`config.mk`:
```
export PLATFORM = sky130hd
export DESIGN_NAME = hibbard_gap_shell_sorter_unit
export DESIGN_NICKNAME = d
export VERILOG_FILES = /design/src/sv/hgss_pkg.sv /design/src/sv/hgss_ram.sv /design/src/sv/hgss_dp.sv /design/src/sv/hgss_ctrl.sv /design/src/sv/hibbard_gap_shell_sorter_unit.sv
export SDC_FILE = /design/constraint.sdc
export NUM_CORES = 2
export LEC_CHECK = 0
export ABC_AREA = 1
export BUFFER_PORTS_ARGS = -buffer_cell sky130_fd_sc_hd__buf_2
export CORE_UTILIZATION = 55
export CTS_BUF_LIST = sky130_fd_sc_hd__clkbuf_8
export CTS_CLUSTER_DIAMETER = 100
export DETAILED_ROUTE_END_ITERATION = 8
export GPL_TIMING_DRIVEN = 0
export PLACE_DENSITY = 0.74
export SETUP_SLACK_MARGIN = 0.02
export SYNTH_ARGS = -nofsm -noshare
export SYNTH_HDL_FRONTEND = slang
export SYNTH_HIERARCHICAL = 1
export SYNTH_SLANG_ARGS = --single-unit
```
`constraint.sdc`:
```
create_clock -name aclk -period 6.1 [get_ports aclk]
set_clock_uncertainty 0.15 [all_clocks]
set_input_delay 0.915 -clock aclk [delete_from_list [all_inputs] [get_ports aclk]]
set_output_delay 0.915 -clock aclk [all_outputs]
set_load 0.03 [all_outputs]
```
`src/sv/hgss_pkg.sv`:
```
// shared constants, command and status types for the hibbard-gap shell sorter
package hgss_pkg;

    localparam int DEPTH       = 64;
    localparam int VALUE_WIDTH = 32;
    localparam int TDATA_W     = ((VALUE_WIDTH + 7) / 8) * 8;
    localparam int ADDR_W      = $clog2(DEPTH);
    localparam int CNT_W       = $clog2(DEPTH + 1);
    localparam int K_W         = $clog2(CNT_W + 1);

    // commands from the controller to the datapath
    typedef struct packed {
        logic load;      // store the input value, or flag a drop when full
        logic set_k;     // top gap exponent from the element count
        logic pass_init; // i = gap
        logic dec_k;     // next smaller gap
        logic rd_i;      // read store at i
        logic cap_i;     // hold = store[i], j = i
        logic rd_jg;     // read store at j - gap
        logic shift;     // store[j] = store[j - gap], j -= gap
        logic wr_hold;   // store[j] = hold
        logic inc_i;     // i += 1
        logic emit_rd;   // read store at e
        logic emit_ld;   // load the output register
        logic emit_inc;  // e += 1
        logic clear;     // list finished, count and drop flag to zero
    } hgss_cmd_t;

    // status from the datapath to the controller
    typedef struct packed {
        logic i_done;    // i >= count
        logic k_one;     // gap exponent is one
        logic j_ge_gap;  // j >= gap
        logic greater;   // store[j - gap] > hold
        logic e_last;    // e is the last element
    } hgss_sts_t;

    // floor(log2(m)) for m >= 1
    function automatic logic [K_W-1:0] floor_log2(input logic [CNT_W:0] m);
        logic [K_W-1:0] r;
        r = '0;
        for (int b = 0; b <= CNT_W; b++) begin
            if (m[b]) begin
                r = K_W'(b);
            end
        end
        return r;
    endfunction

endpackage

```
`src/sv/hgss_ram.sv`:
```
// generic single-write, single-read ram with registered read data
module hgss_ram #(
    parameter int WIDTH = 32,
    parameter int DEPTH = 64
) (
    input  logic                     aclk,
    input  logic                     wr_en,
    input  logic [$clog2(DEPTH)-1:0] wr_addr,
    input  logic [WIDTH-1:0]         wr_data,
    input  logic [$clog2(DEPTH)-1:0] rd_addr,
    output logic [WIDTH-1:0]         rd_data
);

    logic [WIDTH-1:0] mem_reg [DEPTH];
    logic [WIDTH-1:0] rd_data_reg;

    always_ff @(posedge aclk) begin
        if (wr_en) begin
            mem_reg[wr_addr] <= wr_data;
        end
        rd_data_reg <= mem_reg[rd_addr];
    end

    assign rd_data = rd_data_reg;

endmodule

```
`src/sv/hgss_dp.sv`:
```
// datapath: element store, sort indexes, compare and output register
module hgss_dp (
    input  logic                               aclk,
    input  logic                               aresetn,
    input  hgss_pkg::hgss_cmd_t                cmd,
    output hgss_pkg::hgss_sts_t                sts,
    input  logic [hgss_pkg::VALUE_WIDTH-1:0]   in_value,
    output logic [hgss_pkg::VALUE_WIDTH-1:0]   out_value,
    output logic                               out_last,
    output logic                               out_drop
);

    logic [hgss_pkg::CNT_W-1:0]       count_reg, count_next;
    logic                             overflow_reg, overflow_next;
    logic [hgss_pkg::K_W-1:0]         k_reg;
    logic [hgss_pkg::CNT_W-1:0]       i_reg;
    logic [hgss_pkg::ADDR_W-1:0]      j_reg;
    logic [hgss_pkg::ADDR_W-1:0]      e_reg;
    logic [hgss_pkg::VALUE_WIDTH-1:0] hold_reg;
    logic [hgss_pkg::VALUE_WIDTH-1:0] out_value_reg;
    logic                             out_last_reg;
    logic                             out_drop_reg;

    logic                             full;
    logic [hgss_pkg::CNT_W-1:0]       gap_wide;
    logic [hgss_pkg::ADDR_W-1:0]      gap;
    logic [hgss_pkg::ADDR_W-1:0]      j_minus_gap;
    logic                             wr_en;
    logic [hgss_pkg::ADDR_W-1:0]      wr_addr;
    logic [hgss_pkg::VALUE_WIDTH-1:0] wr_data;
    logic [hgss_pkg::ADDR_W-1:0]      rd_addr;
    logic [hgss_pkg::VALUE_WIDTH-1:0] rd_data;

    assign full        = (count_reg == hgss_pkg::CNT_W'(hgss_pkg::DEPTH));
    // gap = 2^k - 1, never above DEPTH - 1
    assign gap_wide    = (hgss_pkg::CNT_W'(1) << k_reg) - hgss_pkg::CNT_W'(1);
    assign gap         = gap_wide[hgss_pkg::ADDR_W-1:0];
    assign j_minus_gap = j_reg - gap;

    // store ports
    always_comb begin
        wr_en   = 1'b0;
        wr_addr = j_reg;
        wr_data = hold_reg;
        if (cmd.load) begin
            wr_en   = !full;
            wr_addr = count_reg[hgss_pkg::ADDR_W-1:0];
            wr_data = in_value;
        end else if (cmd.shift) begin
            wr_en   = 1'b1;
            wr_data = rd_data;
        end else if (cmd.wr_hold) begin
            wr_en   = 1'b1;
        end
    end

    always_comb begin
        rd_addr = e_reg;
        if (cmd.rd_i) begin
            rd_addr = i_reg[hgss_pkg::ADDR_W-1:0];
        end else if (cmd.rd_jg) begin
            rd_addr = j_minus_gap;
        end
    end

    hgss_ram #(
        .WIDTH(hgss_pkg::VALUE_WIDTH),
        .DEPTH(hgss_pkg::DEPTH)
    ) u_store (
        .aclk   (aclk),
        .wr_en  (wr_en),
        .wr_addr(wr_addr),
        .wr_data(wr_data),
        .rd_addr(rd_addr),
        .rd_data(rd_data)
    );

    // list bookkeeping
    always_comb begin
        count_next    = count_reg;
        overflow_next = overflow_reg;
        if (cmd.clear) begin
            count_next    = '0;
            overflow_next = 1'b0;
        end else if (cmd.load) begin
            if (full) begin
                overflow_next = 1'b1;
            end else begin
                count_next = count_reg + hgss_pkg::CNT_W'(1);
            end
        end
    end

    always_ff @(posedge aclk) begin
        if (!aresetn) begin
            count_reg    <= '0;
            overflow_reg <= 1'b0;
        end else begin
            count_reg    <= count_next;
            overflow_reg <= overflow_next;
        end
    end

    // sort and emit indexes, hold value, output register
    always_ff @(posedge aclk) begin
        if (cmd.set_k) begin
            k_reg <= hgss_pkg::floor_log2({1'b0, count_reg} + (hgss_pkg::CNT_W + 1)'(1));
            e_reg <= '0;
        end else if (cmd.dec_k) begin
            k_reg <= k_reg - hgss_pkg::K_W'(1);
        end
        if (cmd.pass_init) begin
            i_reg <= gap_wide;
        end else if (cmd.inc_i) begin
            i_reg <= i_reg + hgss_pkg::CNT_W'(1);
        end
        if (cmd.cap_i) begin
            hold_reg <= rd_data;
            j_reg    <= i_reg[hgss_pkg::ADDR_W-1:0];
        end else if (cmd.shift) begin
            j_reg <= j_minus_gap;
        end
        if (cmd.emit_inc) begin
            e_reg <= e_reg + hgss_pkg::ADDR_W'(1);
        end
        if (cmd.emit_ld) begin
            out_value_reg <= rd_data;
            out_last_reg  <= sts.e_last;
            out_drop_reg  <= overflow_reg;
        end
    end

    assign sts.i_done   = (i_reg >= count_reg);
    assign sts.k_one    = (k_reg == hgss_pkg::K_W'(1));
    assign sts.j_ge_gap = (j_reg >= gap);
    assign sts.greater  = ($signed(rd_data) > $signed(hold_reg));
    assign sts.e_last   = (({1'b0, e_reg} + hgss_pkg::CNT_W'(1)) == count_reg);

    assign out_value = out_value_reg;
    assign out_last  = out_last_reg;
    assign out_drop  = out_drop_reg;

endmodule

```
`src/sv/hgss_ctrl.sv`:
```
// controller: load, sort pass and emit sequencing
module hgss_ctrl (
    input  logic                aclk,
    input  logic                aresetn,
    input  logic                s_tvalid,
    input  logic                s_tlast,
    output logic                s_tready,
    output logic                m_tvalid,
    input  logic                m_tready,
    input  hgss_pkg::hgss_sts_t sts,
    output hgss_pkg::hgss_cmd_t cmd
);

    localparam logic [3:0] S_LOAD   = 4'd0;
    localparam logic [3:0] S_SETUP  = 4'd1;
    localparam logic [3:0] S_PASS   = 4'd2;
    localparam logic [3:0] S_TESTI  = 4'd3;
    localparam logic [3:0] S_CAPI   = 4'd4;
    localparam logic [3:0] S_CHECK  = 4'd5;
    localparam logic [3:0] S_CMP    = 4'd6;
    localparam logic [3:0] S_EMRD   = 4'd7;
    localparam logic [3:0] S_EMLD   = 4'd8;
    localparam logic [3:0] S_EMWAIT = 4'd9;

    logic [3:0] state_reg, state_next;

    always_comb begin
        state_next = state_reg;
        cmd        = '0;
        s_tready   = 1'b0;
        m_tvalid   = 1'b0;
        case (state_reg)
            S_LOAD: begin
                s_tready = 1'b1;
                if (s_tvalid) begin
                    cmd.load = 1'b1;
                    if (s_tlast) begin
                        state_next = S_SETUP;
                    end
                end
            end
            S_SETUP: begin
                cmd.set_k  = 1'b1;
                state_next = S_PASS;
            end
            S_PASS: begin
                cmd.pass_init = 1'b1;
                state_next    = S_TESTI;
            end
            S_TESTI: begin
                if (sts.i_done) begin
                    if (sts.k_one) begin
                        state_next = S_EMRD;
                    end else begin
                        cmd.dec_k  = 1'b1;
                        state_next = S_PASS;
                    end
                end else begin
                    cmd.rd_i   = 1'b1;
                    state_next = S_CAPI;
                end
            end
            S_CAPI: begin
                cmd.cap_i  = 1'b1;
                state_next = S_CHECK;
            end
            S_CHECK: begin
                if (sts.j_ge_gap) begin
                    cmd.rd_jg  = 1'b1;
                    state_next = S_CMP;
                end else begin
                    cmd.wr_hold = 1'b1;
                    cmd.inc_i   = 1'b1;
                    state_next  = S_TESTI;
                end
            end
            S_CMP: begin
                if (sts.greater) begin
                    cmd.shift  = 1'b1;
                    state_next = S_CHECK;
                end else begin
                    cmd.wr_hold = 1'b1;
                    cmd.inc_i   = 1'b1;
                    state_next  = S_TESTI;
                end
            end
            S_EMRD: begin
                cmd.emit_rd = 1'b1;
                state_next  = S_EMLD;
            end
            S_EMLD: begin
                cmd.emit_ld = 1'b1;
                state_next  = S_EMWAIT;
            end
            S_EMWAIT: begin
                m_tvalid = 1'b1;
                if (m_tready) begin
                    if (sts.e_last) begin
                        cmd.clear  = 1'b1;
                        state_next = S_LOAD;
                    end else begin
                        cmd.emit_inc = 1'b1;
                        state_next   = S_EMRD;
                    end
                end
            end
            default: begin
                state_next = S_LOAD;
            end
        endcase
    end

    always_ff @(posedge aclk) begin
        if (!aresetn) begin
            state_reg <= S_LOAD;
        end else begin
            state_reg <= state_next;
        end
    end

endmodule

```
`src/sv/hibbard_gap_shell_sorter_unit.sv`:
```
// top level of the hibbard-gap shell sorter
//
// collects signed values, one per input transaction, into a 64-entry store
// until a transaction with tlast; values beyond 64 are discarded and flagged.
// the list is then sorted ascending by shell sort with gaps 2^k-1, k from
// floor(log2(n+1)) down to 1, each pass a gapped insertion sort, and sent out
// one value per output transaction, tlast on the final one and tuser set on
// every one if anything was dropped. s_tready stays high while loading.
// the sort runs on a single-read-port store: each insertion reads the element
// at i, then reads store[j - gap] and shifts it while it exceeds the held value,
// skipping the compare when the element ends at the head of its gap chain.
// each output reads the store, loads its register, waits for tready. input is not
// accepted from the tlast transaction until the last result has been taken.
module hibbard_gap_shell_sorter_unit (
    input  logic                             aclk,
    input  logic                             aresetn,
    // input channel
    input  logic                             s_tvalid,
    output logic                             s_tready,
    input  logic [hgss_pkg::TDATA_W-1:0]     s_tdata,   // [31:0] value
    input  logic                             s_tlast,   // last element of the list
    // result channel
    output logic                             m_tvalid,
    input  logic                             m_tready,
    output logic [hgss_pkg::TDATA_W-1:0]     m_tdata,   // [31:0] sorted_value
    output logic                             m_tlast,   // final_res
    output logic                             m_tuser    // dropped
);

    hgss_pkg::hgss_cmd_t              cmd;
    hgss_pkg::hgss_sts_t              sts;
    logic [hgss_pkg::VALUE_WIDTH-1:0] out_value;

    // sequencing of load, sort passes and emission
    hgss_ctrl u_ctrl (
        .aclk    (aclk),
        .aresetn (aresetn),
        .s_tvalid(s_tvalid),
        .s_tlast (s_tlast),
        .s_tready(s_tready),
        .m_tvalid(m_tvalid),
        .m_tready(m_tready),
        .sts     (sts),
        .cmd     (cmd)
    );

    // store, indexes, compare and output register
    hgss_dp u_dp (
        .aclk     (aclk),
        .aresetn  (aresetn),
        .cmd      (cmd),
        .sts      (sts),
        .in_value (s_tdata[hgss_pkg::VALUE_WIDTH-1:0]),
        .out_value(out_value),
        .out_last (m_tlast),
        .out_drop (m_tuser)
    );

    // zero padding up to whole bytes
    assign m_tdata = hgss_pkg::TDATA_W'(out_value);

endmodule

```
* Yosys cells after proc, flatten, opt, wreduce, memory -nomap -nowiden
Memories as Yosys holds them, arrays and structs flattened. A register that Yosys moved wholly into a read port is not among the register bits.
Index checks and enable logic that the tools add are counted.
** Storage, ports and cells
- Flip-flop bits (word level) :: 100
- Bits in writable memories :: 2048
- Input port bits :: 37
- Output and inout bits :: 36
- Logic and storage cells :: 108
- Memories :: 1
** Cells by class
- Add/sub/neg operators :: 8
- Order comparisons :: 3
- Eq/ne operators :: 15
- Shift-type cells :: 1
- Multiplexer cells :: 57
- Bitwise logic cells :: 2
- Reductions and logical operators :: 10
** Memories
- u_dp.u_store.mem_reg :: depth 64, bits a word 32, rd ports 1, clocked after Yosys merged registers in 1, write ports 1, line hgss_ram.sv:14 : logic [WIDTH-1:0] mem_reg [DEPTH];
** Operator list (count)
- 2-to-1 mux 32 bit :: 2
- 2-to-1 mux 6 bit :: 7
- case mux 4 bit (10 select lines) :: 1
- greater-than comparator 32 bit :: 1
- 2-to-1 mux 3 bit :: 10
- 2-to-1 mux 1 bit :: 23
- equality test 4 x 3 -> 1 bit (second input constant) :: 4
- 2-to-1 mux 4 bit :: 4
- adder 7 x 1 -> 7 bit (second input constant) :: 2
- 2-to-1 mux 2 bit :: 7
- 2-to-1 mux 7 bit :: 2
- adder 7 x 1 -> 8 bit (second input constant) :: 1
- equality test 4 x 2 -> 1 bit (second input constant) :: 2
- equality test 4 bit (second input constant) :: 2
- nonzero test 2 bit :: 4
- adder 6 x 1 -> 7 bit (second input constant) :: 1
- equality test 7 bit :: 1
- equality test 7 bit (second input constant) :: 1
- >= comparator 7 bit :: 1
- << shifter 1 x 3 -> 7 bit (first input constant) :: 1
- subtractor 7 x 2 -> 7 bit (second input constant) :: 1
- adder 6 x 1 -> 6 bit (second input constant) :: 1
- >= comparator 6 bit :: 1
- != test 2 bit (second input constant) :: 3
- other kinds (11) :: 13

* Logic depth before layout (Yosys ltp)
- Word-level depth :: 10
- Gate-level depth with buffers :: 30
- Gate-level depth less buffers :: 26

* Cells and area by module
The synthesis kept the hierarchy.
** Modules (own cells, without submodules)
- hgss_ram :: instances 1, cells each 6769, area each 82738.1 um^2, seq. area each 62139.6 um^2
- hgss_dp :: instances 1, cells each 652, area each 5854.4 um^2, seq. area each 2802.7 um^2
- hgss_ctrl :: instances 1, cells each 74, area each 422.9 um^2, seq. area each 80.1 um^2

* Worst setup path after synthesis
No wires, ideal clock.
- Path type :: reg-to-reg
- Start :: reg u_dp/hold_reg[27] in the netlist's numbering
- End :: mem u_dp.u_store.mem_reg[48][0], enable pin
- Library setup time :: 0.503 ns
- Arrival :: 6.022 ns
- Required time :: 5.447 ns
- Path slack :: -0.575 ns
- Cell stages (with the launch flop) :: 20
- Path buffers :: 3
- Period minus slack after synthesis :: 6.675 ns
- Cells stage by stage :: edfxtp_1 -> inv_1 -> ha_1 -> nand2_1 -> nor3_1 -> nand4_1 -> nor2_1 -> nand2_1 -> nand2_1 -> nor2_1 -> nor2_1 -> inv_1 -> nor4_1 -> clkbuf_1 -> clkbuf_1 -> o21ai_0 -> nand2_1 -> clkbuf_1 -> nand4_1 -> nor4_1
** RTL lines
- start, declared :: line hgss_dp.sv:19 : logic [hgss_pkg::VALUE_WIDTH-1:0] hold_reg;
- start signal, assigned :: line hgss_dp.sv:118 : hold_reg <= rd_data;
- end, declared :: line hgss_ram.sv:14

==> key figures <==
Final layout
  • Cell area after layout: 104,000 µm²
  • Area grow syn2layout: 16.82%
  • Layout Nets: 8,290
  • Flip-flop count of the largest register after layout: 2,048
  • Layout cell share with drive strength beyond 1: 15.39%
  • Finished Core Util: 64.77%
  • Fillers: 11,530

Timing
  • Tmin final: 6.088 ns
  • Setup ws final: 0.01196 ns
  • Worst-Margin Slew: 1.602 ns
  • RSZ-0062 raised after global routing: yes
  • Max-Slew Margin vs Limit: -7.948%
  • Max Clk Rate: 164.3 MHz
  • Fin. Hold Viols: 0
  • Setup Viol. Count Final: 0
  • Fin crit share: 99.80%
  • Fin. max-slew vios: 6

Setup path
  • Max Fanout on Critical Path: 10
  • CP arrival: 6.86 ns
  • Worst path required time: 6.87 ns
  • Worst Setup End Kind: flop
  • Crit start category: flop
  • CP Class: reg -> reg
  • Worst reg-to-reg setup slack: 0.01 ns

Logic synthesis
  • Syn_area_per_cell: 11.88 µm²
  • Most frequent cell after synthesis: nand2_1
  • Adder-cell area share of the yosys netlist: 0.7815%
  • Mapped cell area: 89,020 µm²
  • Synth top cells by count: nand2_1 (2,386), edfxtp_1 (2,136), nand3_1 (1,927)
  • Area leader, netlist: edfxtp_1
  • Syn Inst Count: 7,495
  • Yosys top cell area share: 72.06%
  • Post-synth ARST share: 0%
  • Post-Synth XOR/XNOR Area: 0.2165%
  • Synth unique cells: 43
  • Largest cells by area after synthesis: edfxtp_1 (72%), nand3_1 (11%), nand2_1 (10%)
  • Post-synthesis mux area share: 0.01124%
  • Synth Flop Type: edfxtp_1
  • Number of enable flip-flop cells after synthesis: 2,136
  • Synth Net Count: 7,587
  • Simple-gate portion of the synthesized area: 21.95%
  • Largest family of logic cells by synthesized area: simple AND/OR/NAND/NOR gates
  • Yosys reg bits: 2,180
  • Sequential-to-total area share from yosys stat: 73.05%
  • Synth Area in Compound Gates: 0.9165%
  • YS warnings: 6

Die
  • Io pins: 73
  • Die height: 404.3 µm
  • Std cell rows: 147
  • Full die area: 163,500 µm²
  • Initial Utilization: 55.44%
  • Die X: 404.3 µm
  • CORE AREA: 160,600 µm²

Power
  • Sequential share of power: 52.5%
  • Leakage: 0.03845 µW
  • Sw Ratio: 26.52%
  • Clock Power Share: 36.7%
  • Worst ir drop on vdd: 0.3083 mV
  • Cell Pwr Density: 309.3 nW/µm²
  • Switch Pwr: 8530 µW
  • Combinational share of power: 10.9%
  • Int Pwr: 23,630 µW

Route
  • DR WL/cell: 31.79 µm
  • DR pass1 iterations: 9
  • Remaining DRCs: 35
  • DRT Wirelength: 337.9 mm
  • Iter 0 DRT Violations: 13,448
  • Drt via density: 6.558
  • Routed Antenna Nets: 0
  • Via count: 69,708

Global routing
  • Pin count of the biggest net entering global routing: 41
  • Gr ovfl total: 0
  • Initial antenna violation count: 20
  • Global-route usage over all layers: 40.96%
  • Vias in the first global route: 65,091
  • First-pass GRT wire length: 465.6 mm

Placed design
  • Placer Congestion: 1.072
  • Area after DPL: 96,350 µm²
  • IO Port Bufs: 72
  • Post-DP HPWL: 231.2 mm
  • DP Worst Slack: -0.6977 ns

Run status
  • Failing checks: design-rule violations, max-capacitance violations, max-slew violations
  • Outcome: complete, but fails checks

CTS
  • Root buf cell: clkbuf_8
  • CTS clk-pin slew, worst paths: 0.07 ns
  • Worst skew pair latency: 1.10 ns
  • # H-tree levels: 5
  • Clk sinks: 2,180
  • CTS buffer count: 358
  • CTS max path bufs: 4
  • CTS tree: yes

Worst hold path
  • Class of the worst hold path: in -> reg

Run
  • Max cap viols: 1
## critical path: stages (launching register included)
cell and delay (ns):
edfxtp_1 0.42, inv_1 0.15, ha_1 0.28, nand2_4 0.12, ha_1 0.24, nand3_1 0.09
a21oi_1 0.05, nor2_1 0.20, ha_1 0.30, nand2_1 0.07, inv_1 0.05, nand3_1 0.08
nand4_1 0.18, nand2_1 0.17, inv_1 0.14, inv_1 0.16, a21oi_1 0.08, o22ai_2 0.59
clkbuf_4 0.65, clkbuf_2 0.53, nand3_1 0.31, nand3_1 0.37, nand2_1 0.25, nand2_1 0.18
nand2_1 0.11
## through the flow
stage               hold slack, ns  power (µW)  cells  TNS, ns
finish                      0.1016       32160  10630        0
global route                0.1018       32770  10616        0
CTS                        0.04576       31840  10610        0
detailed placement          0.2739       20370   9920  -315.99
global placement            0.2786       20120   9727        -
floorplan                   0.2590       18720   7495  -147.09
## layer usage
metal	track usage (%)	part of all wire, %
met1	50.39	31
met2	58.02	41
met3	16.37	18
met4	30.93	9.7
met5	0.7434	0.11
## cell families after synthesis
logic type	count (synthesis)
xor+xnor	22
flops	2180
buf+inv	576
mux	1
fa+ha+maj	55
compound gates	154
simple gates	4507
## path summary, 6_finish.rpt
check                                endpoint                            from  depth (start not counted)
max          u_dp/u_store/rd_data[25]$_DFF_P_         u_dp/k_reg[0]$_DFFE_PP_                         24
min          u_ctrl/state_reg[0]$_SDFFE_PN0P_                        m_tready                          4
max reg2reg  u_dp/u_store/rd_data[25]$_DFF_P_         u_dp/k_reg[0]$_DFFE_PP_                         24
min reg2reg           u_dp/out_drop$_DFFE_PP_  u_dp/overflow_reg$_SDFFE_PP0P_                          0
## power by group through the flow
stage / Sequential, µW / Combinational (µW) / Clock (µW)
detailed placement: 17200 / 3180 / 0
global placement: 17300 / 2790 / 0
global route: 16900 / 3500 / 12400
CTS: 16900 / 3220 / 11700
finish: 16900 / 3490 / 11800
floorplan: 17200 / 1520 / 0
## repair_timing
| action | in CTS | in global routing |
|---|---|---|
| buffers inserted | 73 | 4 |
| pin swaps | 32 | 3 |
| gates resized for setup | 24 | 152 |
| endpoints found under the setup margin | 1660 | 330 |
| gates cloned | 1 | 0 |
| endpoints found under the hold margin | 4 | 0 |
| hold buffers | 1 | 0 |
## final cells by class
type | count | area [µm²] | share of cell area, %
Inverter | 110 | 417.9 | 0.4019
Antenna cell | 17 | 42.54 | 0.04091
Multi-Input combinational cell | 4740 | 22210 | 21.36
Timing Repair Buffer | 343 | 4755 | 4.572
Buffer | 465 | 2489 | 2.393
Sequential cell | 2180 | 65020 | 62.53
Clock inverter | 243 | 1235 | 1.188
Tap cell | 2160 | 2703 | 2.599
Clock buffer | 372 | 5120 | 4.923
## placed cells by master, fill, tap and decap left out, types with 17 or more instances in the layout
cell      instances
nand4_1          21
dfxtp_1          44
ha_1             54
clkbuf_8        372
buf_1            22
buf_16           35
nor2_1           72
inv_1           211
buf_4           145
clkbuf_1         50
a21oi_1          68
a21oi_4          33
clkbuf_2         49
buf_12          130
nand3_1        1920
buf_2           332
nor2_4           58
edfxtp_1       2136
diode_2          17
clkinv_2         29
nand2_1        2381
o21ai_0          34
clkinv_1         86
clkbuf_4         27
(Power assumes the default switching activity.)
